### src/sv/wwm_pkg.sv
// Shared constants and types for the whole-word match counter.
`timescale 1ns / 1ps

package wwm_pkg;

  localparam int MAX_WORD   = 16;
  localparam int WIN_DEPTH  = MAX_WORD + 1;
  localparam int LEN_BITS   = $clog2(WIN_DEPTH);
  localparam int POS_BITS   = 20;
  localparam int COUNT_BITS = 20;
  localparam int CFG_BITS   = 64;
  localparam int IDX_BITS   = 2;

  localparam logic [7:0]            SPACE_BYTE = 8'h20;
  localparam logic [POS_BITS-1:0]   POS_MAX    = {POS_BITS{1'b1}};
  localparam logic [COUNT_BITS-1:0] COUNT_MAX  = {COUNT_BITS{1'b1}};

  typedef logic [7:0] byte_t;

  typedef enum logic [IDX_BITS-1:0] {
    CFG_WORD_LENGTH = 2'd0,
    CFG_BYTES_LOW   = 2'd1,
    CFG_BYTES_HIGH  = 2'd2
  } cfg_idx_t;

  // compare results of one window cell, for the held byte and the incoming one
  typedef struct packed {
    logic eq_now;
    logic eq_next;
    logic sp_now;
    logic sp_next;
  } cell_flags_t;

endpackage

### src/sv/wwm_cell.sv
// One byte cell of the shifting text window with its compare logic.
`timescale 1ns / 1ps

module wwm_cell import wwm_pkg::*; (
  input  logic        clk,
  input  logic        shift_en,
  input  byte_t       din,
  input  byte_t       exp_byte,
  output byte_t       dout,
  output cell_flags_t flags
);

  byte_t byte_r;

  always_ff @(posedge clk) begin
    if (shift_en) begin
      byte_r <= din;
    end
  end

  assign dout          = byte_r;
  assign flags.eq_now  = (byte_r == exp_byte);
  assign flags.eq_next = (din == exp_byte);
  assign flags.sp_now  = (byte_r == SPACE_BYTE);
  assign flags.sp_next = (din == SPACE_BYTE);

endmodule

### src/sv/wwm_cfg.sv
// Configuration registers and per-cell expected bytes aligned to the word length.
`timescale 1ns / 1ps

module wwm_cfg import wwm_pkg::*; (
  input  logic                clk,
  input  logic                rst_n,
  input  logic                wr_en,
  input  logic [IDX_BITS-1:0] wr_index,
  input  logic [CFG_BITS-1:0] wr_data,
  output logic [LEN_BITS-1:0] eff_len,
  output byte_t               exp_bytes [MAX_WORD],
  output logic [MAX_WORD-1:0] active
);

  logic [LEN_BITS-1:0] word_length_r;
  logic [CFG_BITS-1:0] bytes_low_r;
  logic [CFG_BITS-1:0] bytes_high_r;
  byte_t               word_b [MAX_WORD];

  always_ff @(posedge clk) begin
    if (!rst_n) begin
      word_length_r <= LEN_BITS'(1);
      bytes_low_r   <= '0;
      bytes_high_r  <= '0;
    end else if (wr_en) begin
      case (cfg_idx_t'(wr_index))
        CFG_WORD_LENGTH: word_length_r <= wr_data[LEN_BITS-1:0];
        CFG_BYTES_LOW:   bytes_low_r   <= wr_data;
        CFG_BYTES_HIGH:  bytes_high_r  <= wr_data;
        default: ;
      endcase
    end
  end

  // zero means one, anything past MAX_WORD means a full-length word
  always_comb begin
    if (word_length_r == '0) begin
      eff_len = LEN_BITS'(1);
    end else if (word_length_r > LEN_BITS'(MAX_WORD)) begin
      eff_len = LEN_BITS'(MAX_WORD);
    end else begin
      eff_len = word_length_r;
    end
  end

  always_comb begin
    for (int i = 0; i < 8; i++) begin
      word_b[i]     = bytes_low_r[8*i +: 8];
      word_b[i + 8] = bytes_high_r[8*i +: 8];
    end
  end

  // cell k holds the k-th most recent byte, which must equal word[len-1-k]
  always_comb begin
    logic [LEN_BITS-1:0] idx;
    idx = '0;
    for (int k = 0; k < MAX_WORD; k++) begin
      idx          = eff_len - LEN_BITS'(1) - LEN_BITS'(k);
      exp_bytes[k] = word_b[idx[$clog2(MAX_WORD)-1:0]];
      active[k]    = (LEN_BITS'(k) < eff_len);
    end
  end

endmodule

### src/sv/whole_word_match_counter.sv
// Top level of the whole-word match counter.
`timescale 1ns / 1ps

// Counts whole-word occurrences of a configured 1..16 byte word in a text streamed one
// byte per beat. The text shifts through a row of 17 byte cells that compare in parallel
// against the word, so a new byte is taken in every cycle unless in_stall is high.
// The beat flagged in_is_last yields one result beat in the next cycle (found, saturating
// count, first start position) held in an output register; the next text streams in
// unless that result is held by out_stall: in_stall rises only while the result is held
// and stalled. Configuration writes complete at once (cfg_ready is always high) and must
// be made while no text is in flight.
module whole_word_match_counter import wwm_pkg::*; (
  input  logic                  clk,
  input  logic                  rst_n,
  input  logic                  in_valid,
  output logic                  in_stall,
  input  logic [7:0]            in_text_byte,
  input  logic                  in_is_last,
  output logic                  out_valid,
  input  logic                  out_stall,
  output logic                  out_found,
  output logic [COUNT_BITS-1:0] out_match_count,
  output logic [POS_BITS-1:0]   out_first_position,
  input  logic                  cfg_valid,
  output logic                  cfg_ready,
  input  logic [IDX_BITS-1:0]   cfg_index,
  input  logic [CFG_BITS-1:0]   cfg_data
);

  logic [LEN_BITS-1:0] eff_len;
  byte_t               exp_bytes [MAX_WORD];
  logic [MAX_WORD-1:0] active;

  byte_t               cell_in    [WIN_DEPTH];
  byte_t               cell_out   [WIN_DEPTH];
  byte_t               cell_exp   [WIN_DEPTH];
  cell_flags_t         cell_flags [WIN_DEPTH];

  logic [MAX_WORD-1:0]  eq_now, eq_next;
  logic [WIN_DEPTH-1:0] sp_now, sp_next;

  logic [LEN_BITS-1:0]   filled_r, filled_nxt, filled_inc;
  logic [POS_BITS-1:0]   pos_r, pos_nxt, pos_inc;
  logic [COUNT_BITS-1:0] cnt_r, cnt_nxt, cnt_fin;
  logic [POS_BITS-1:0]   first_r, first_nxt, first_fin;
  logic                  any_r, any_nxt, any_fin;

  logic                  out_valid_r, out_valid_nxt;
  logic                  out_found_r, out_found_nxt;
  logic [COUNT_BITS-1:0] out_cnt_r, out_cnt_nxt;
  logic [POS_BITS-1:0]   out_first_r, out_first_nxt;

  logic                  accept;
  logic                  match_pre, match_end;
  logic [POS_BITS-1:0]   len_pos, start_pre, start_end;
  logic [1:0]            inc;
  logic [COUNT_BITS:0]   cnt_sum;
  logic                  any_mid;
  logic [POS_BITS-1:0]   first_mid;

  assign cfg_ready = 1'b1;
  assign accept    = in_valid && !in_stall;
  assign in_stall  = out_valid_r && out_stall;

  wwm_cfg u_cfg (
    .clk       (clk),
    .rst_n     (rst_n),
    .wr_en     (cfg_valid),
    .wr_index  (cfg_index),
    .wr_data   (cfg_data),
    .eff_len   (eff_len),
    .exp_bytes (exp_bytes),
    .active    (active)
  );

  // window row: cell 0 takes the new byte, each cell feeds the next older one
  for (genvar k = 0; k < WIN_DEPTH; k++) begin : g_cell
    if (k == 0) begin : g_head
      assign cell_in[k] = in_text_byte;
    end else begin : g_body
      assign cell_in[k] = cell_out[k-1];
    end
    if (k < MAX_WORD) begin : g_exp
      assign cell_exp[k] = exp_bytes[k];
      assign eq_now[k]   = cell_flags[k].eq_now;
      assign eq_next[k]  = cell_flags[k].eq_next;
    end else begin : g_tail
      assign cell_exp[k] = SPACE_BYTE;
    end
    assign sp_now[k]  = cell_flags[k].sp_now;
    assign sp_next[k] = cell_flags[k].sp_next;

    wwm_cell u_cell (
      .clk      (clk),
      .shift_en (accept),
      .din      (cell_in[k]),
      .exp_byte (cell_exp[k]),
      .dout     (cell_out[k]),
      .flags    (cell_flags[k])
    );
  end

  assign filled_inc = (filled_r < LEN_BITS'(WIN_DEPTH)) ? filled_r + LEN_BITS'(1) : filled_r;
  assign pos_inc    = (pos_r < POS_MAX) ? pos_r + POS_BITS'(1) : pos_r;
  assign len_pos    = POS_BITS'(eff_len);

  // word ending at the newest held byte, closed by an incoming space
  assign match_pre = (in_text_byte == SPACE_BYTE) && (filled_r >= eff_len)
                     && (&(eq_now | ~active))
                     && ((filled_r == eff_len) || sp_now[eff_len]);
  // word ending at the text end, checked on the window after the shift
  assign match_end = in_is_last && (filled_inc >= eff_len)
                     && (&(eq_next | ~active))
                     && ((filled_inc == eff_len) || sp_next[eff_len]);

  assign start_pre = (pos_r >= len_pos) ? pos_r - len_pos : '0;
  assign start_end = (pos_inc >= len_pos) ? pos_inc - len_pos : '0;

  always_comb begin
    inc     = {1'b0, match_pre} + {1'b0, match_end};
    cnt_sum = {1'b0, cnt_r} + (COUNT_BITS+1)'(inc);
    cnt_fin = (cnt_sum > {1'b0, COUNT_MAX}) ? COUNT_MAX : cnt_sum[COUNT_BITS-1:0];

    any_mid   = any_r || match_pre;
    first_mid = (!any_r && match_pre) ? start_pre : first_r;
    any_fin   = any_mid || match_end;
    first_fin = (!any_mid && match_end) ? start_end : first_mid;
  end

  always_comb begin
    filled_nxt    = filled_r;
    pos_nxt       = pos_r;
    cnt_nxt       = cnt_r;
    first_nxt     = first_r;
    any_nxt       = any_r;
    out_valid_nxt = out_valid_r && out_stall;
    out_found_nxt = out_found_r;
    out_cnt_nxt   = out_cnt_r;
    out_first_nxt = out_first_r;
    if (accept) begin
      if (in_is_last) begin
        filled_nxt    = '0;
        pos_nxt       = '0;
        cnt_nxt       = '0;
        first_nxt     = '0;
        any_nxt       = 1'b0;
        out_valid_nxt = 1'b1;
        out_found_nxt = any_fin;
        out_cnt_nxt   = cnt_fin;
        out_first_nxt = any_fin ? first_fin : '0;
      end else begin
        filled_nxt = filled_inc;
        pos_nxt    = pos_inc;
        cnt_nxt    = cnt_fin;
        first_nxt  = first_fin;
        any_nxt    = any_fin;
      end
    end
  end

  always_ff @(posedge clk) begin
    if (!rst_n) begin
      filled_r    <= '0;
      pos_r       <= '0;
      cnt_r       <= '0;
      first_r     <= '0;
      any_r       <= 1'b0;
      out_valid_r <= 1'b0;
    end else begin
      filled_r    <= filled_nxt;
      pos_r       <= pos_nxt;
      cnt_r       <= cnt_nxt;
      first_r     <= first_nxt;
      any_r       <= any_nxt;
      out_valid_r <= out_valid_nxt;
    end
  end

  always_ff @(posedge clk) begin
    out_found_r <= out_found_nxt;
    out_cnt_r   <= out_cnt_nxt;
    out_first_r <= out_first_nxt;
  end

  assign out_valid          = out_valid_r;
  assign out_found          = out_found_r;
  assign out_match_count    = out_cnt_r;
  assign out_first_position = out_first_r;

  a_stall_only_on_held_result: assert property (@(posedge clk) disable iff (!rst_n)
    in_stall |-> out_valid)
    else $error("input stalled with no result held");

  a_last_gives_result: assert property (@(posedge clk) disable iff (!rst_n)
    (in_valid && !in_stall && in_is_last) |=> out_valid)
    else $error("last beat produced no result");

  a_no_match_fields_zero: assert property (@(posedge clk) disable iff (!rst_n)
    (out_valid && !out_found) |-> (out_match_count == '0 && out_first_position == '0))
    else $error("result without match carries nonzero fields");

  a_fill_bound: assert property (@(posedge clk) disable iff (!rst_n)
    filled_r <= LEN_BITS'(WIN_DEPTH))
    else $error("window fill count past depth");

  a_count_implies_any: assert property (@(posedge clk) disable iff (!rst_n)
    (cnt_r != '0) |-> any_r)
    else $error("count nonzero without match flag");

endmodule

### config.mk
export PLATFORM = sky130hd
export DESIGN_NAME = whole_word_match_counter
export DESIGN_NICKNAME = d
export VERILOG_FILES = /design/src/sv/wwm_pkg.sv /design/src/sv/wwm_cell.sv /design/src/sv/wwm_cfg.sv /design/src/sv/whole_word_match_counter.sv
export SDC_FILE = /design/constraint.sdc
export NUM_CORES = 1
export LEC_CHECK = 0
export BUFFER_PORTS_ARGS = -buffer_cell sky130_fd_sc_hd__buf_2
export CAP_MARGIN = 20
export CORE_ASPECT_RATIO = 1.5
export CORE_MARGIN = 3
export CORE_UTILIZATION = 45
export CTS_CLUSTER_DIAMETER = 40
export DETAILED_ROUTE_END_ITERATION = 7
export SYNTH_ARGS = -nofsm -noshare
export SYNTH_HDL_FRONTEND = slang
export SYNTH_HIERARCHICAL = 1
export SYNTH_SLANG_ARGS = --single-unit
### constraint.sdc
create_clock -name clk -period 18.6 [get_ports clk]
set_input_delay 0.93 -clock clk [delete_from_list [all_inputs] [get_ports clk]]
set_output_delay 0.93 -clock clk [all_outputs]
set_load 0.03 [all_outputs]
==> reports/qor.yml <==
fp.dieW_um: 207
worst-path-stages: 28
power.share.clock_pct: 41.9
critical_path.endpoint_type: "flip-flop"
ys_warn_count: 6
place.port_buffers: 122
synthesis.nets: 2910
grt_max_degree: 95
cts-resized-gates: 0
cts.root.buffer_cell: "clkbuf_16"
leakagePower_nw: 10.4
tritoncts: "built"
drt_drc_violations_left: 0
rsz0062_at_grt: "no"
pwr-share-comb_pct: 16.7
critical_path.top_delay_family: "simple AND/OR/NAND/NOR gates"
crit-reg2reg-launch: "u_cfg/word_length_r[4]"
report.final.slew_viol_count: 0
grt_pass1_vias: 23400
path_clk_slew_ns: 0.06
clock_path_buffers: 3
type_of_the_worst_setup_path: "flip-flop to flip-flop"
syn_to_final_growth_pct: 10.3
initialDrtViolationCount: 2047
cts_made_buffers: 52
grt_first_pass_wirelength_um: 159000
run_status: "finished clean"
mostFrequentLayoutCells: "436 x nand2_1, 283 x xnor2_1, 200 x dfxtp_1, 177 x edfxtp_1, 142 x a21boi_0"
cp.arrival_ns: 10.47
final_net_count: 2930
dpl.hpwl_um: 86900
postRouteWirelength_um: 111000
layout-drive-gt1-share_pct: 16.4
fillers: 5590
p_int_mw: 1.61
finalSetupViolCount: 0
effective_utilization_at_floorplan_pct: 45.9
timing.fmax_mhz: 101
post_drt_wl_per_cell_um: 30.4
holdPathStages: 2
power.density_cell_area_nw_per_um2: 77.7
gr-total-overflow: 0
hold_viol: 0
routed-via-count: 23700
netSwitchingPower_mw: 0.726
cts_hold_repair.buffers: 0
multi_input_gate_area_um2: 17000
maximum_single_stage_delay_on_the_critical_path_ns: 0.69
io_pins: 124
regToRegEndpoint: "cnt_r[4]"
antenna_viol_nets_final: 0
min_from: "first_r[18]"
design.die.area_um2: 63600
crit_path_max_fanout: 55
antenna_found_initial: 2
post_cts_buffers: 0
reg2reg_slack_ns: 8.67
clock_insertion_delay_worst_skew_ns: 0.62
clock-sinks: 377
worst_hold_path_type: "flip-flop to flip-flop"
die_h_um: 307
fin_worst_skew_ns: 0.0205
sequential_cell_fraction_of_total_power_pct: 41.4
hold_end: "first_r[18]"
gp_routability_congestion: 1.06
cpMaxStageDelayCell: "buf_4"
grtUsageTotal_pct: 34.4
num_rows: 109
slew_headroom_pct: 27.8
swShare_pct: 31.1
final.min_clock_period_ns: 9.93
netlist_instances: 2802
placeable_core_region_um2: 59500
drt_pass1_iterations: 8
worstPathRequired_ns: 19.14
final_cycle_share_pct: 53.4
detail_route.vias_per_cell: 6.50
worst-path-buf-inv: 5
crit_path_start_kind: "flip-flop"
worst_tran_pin_value_ns: 1.08
regArea_um2: 9320
synth.cell_area_um2: 27300
commonest_non_fill_non_tap_cell_in_the_layout: "nand2_1"
avgSynthCellArea_um2: 9.73
layout.core_utilization_pct: 50.6
timing.setup.tns_ns: 0
max-cap-violations: 0
htree_num_levels: 2
worst_r2r_path_depth: 28
peakVddDrop_mv: 0.0868
==> area by class of cell <==
| class | count | share of cell area (%) |
|---|---|---|
| inverter | 38 | 0.491 |
| multi-input combinational | 2191 | 56.4 |
| sequential | 377 | 31.0 |
| timing repair buffer | 162 | 3.17 |
| clock buffer | 58 | 4.47 |
| tap | 777 | 3.23 |
| antenna | 3 | 0.0250 |
| clock inverter | 40 | 1.22 |
==> stage by stage <==
stage	setup slack, ns	hold slack, ns	std cells	total power [mW]	area, um^2
final	8.67	0.467	3646	2.34	30100
after global routing	7.90	0.493	3643	2.41	30100
after CTS	8.89	0.469	3643	2.35	30100
after detailed placement	8.93	0.461	3545	1.37	28400
after global placement	8.99	0.438	3540	1.36	28300
after floorplan	11.35	0.432	2802	1.23	27300
==> state kept, by name, indices dropped and copies added (netlist names) <==
signal,count
any_r,1
cnt_r,20
filled_r,5
first_r,20
g_cell.u_cell/dout,136
out_first_position,20
out_found,1
out_match_count,20
out_valid,1
pos_r,20
u_cfg/bytes_high_r,64
u_cfg/bytes_low_r,64
u_cfg/word_length_r,5
==> metal layers <==
metal  up-vias  global-route usage, %  part of all wire (%)  wire [um]
met1     11600                   33.4                    32      35000
met2      1156                   61.6                    51      56900
met3       398                   7.23                   6.7       7400
met4         2                   28.6                    11      11700
li1      10500                      -                     -          -
met5         -                      0                 0.012         13
==> tightest hold or removal path, cell delays in order, from the launching register on <==
cell      delay [ns]
dfxtp_1         0.31
nand2_1         0.05
a21boi_1        0.06
==> worst max path at each step <==
| stage | startpoint | endpoint | slack (ns) |
|---|---|---|---|
| floorplan | u_cfg/word_length_r[2] | cnt_r[17] | 11.35 |
| global placement | u_cfg/word_length_r[4] | cnt_r[2] | 8.99 |
| detailed placement | u_cfg/word_length_r[4] | cnt_r[4] | 8.93 |
| CTS | u_cfg/word_length_r[4] | cnt_r[4] | 8.89 |
| global route | u_cfg/word_length_r[4] | cnt_r[2] | 7.90 |
| finish | u_cfg/word_length_r[4] | cnt_r[4] | 8.67 |
==> power by group through the flow <==
| stage | Combinational, mW | Sequential [mW] | Clock (mW) |
|---|---|---|---|
| 3_3_place_gp | 0.376 | 0.982 | 0 |
| 2_1_floorplan | 0.263 | 0.963 | 0 |
| 5_1_grt | 0.410 | 0.970 | 1.03 |
| 6_report | 0.390 | 0.967 | 0.979 |
| 4_1_cts | 0.383 | 0.966 | 0.997 |
| 3_5_place_dp | 0.382 | 0.983 | 0 |
Power figures use the tool's default switching activity.
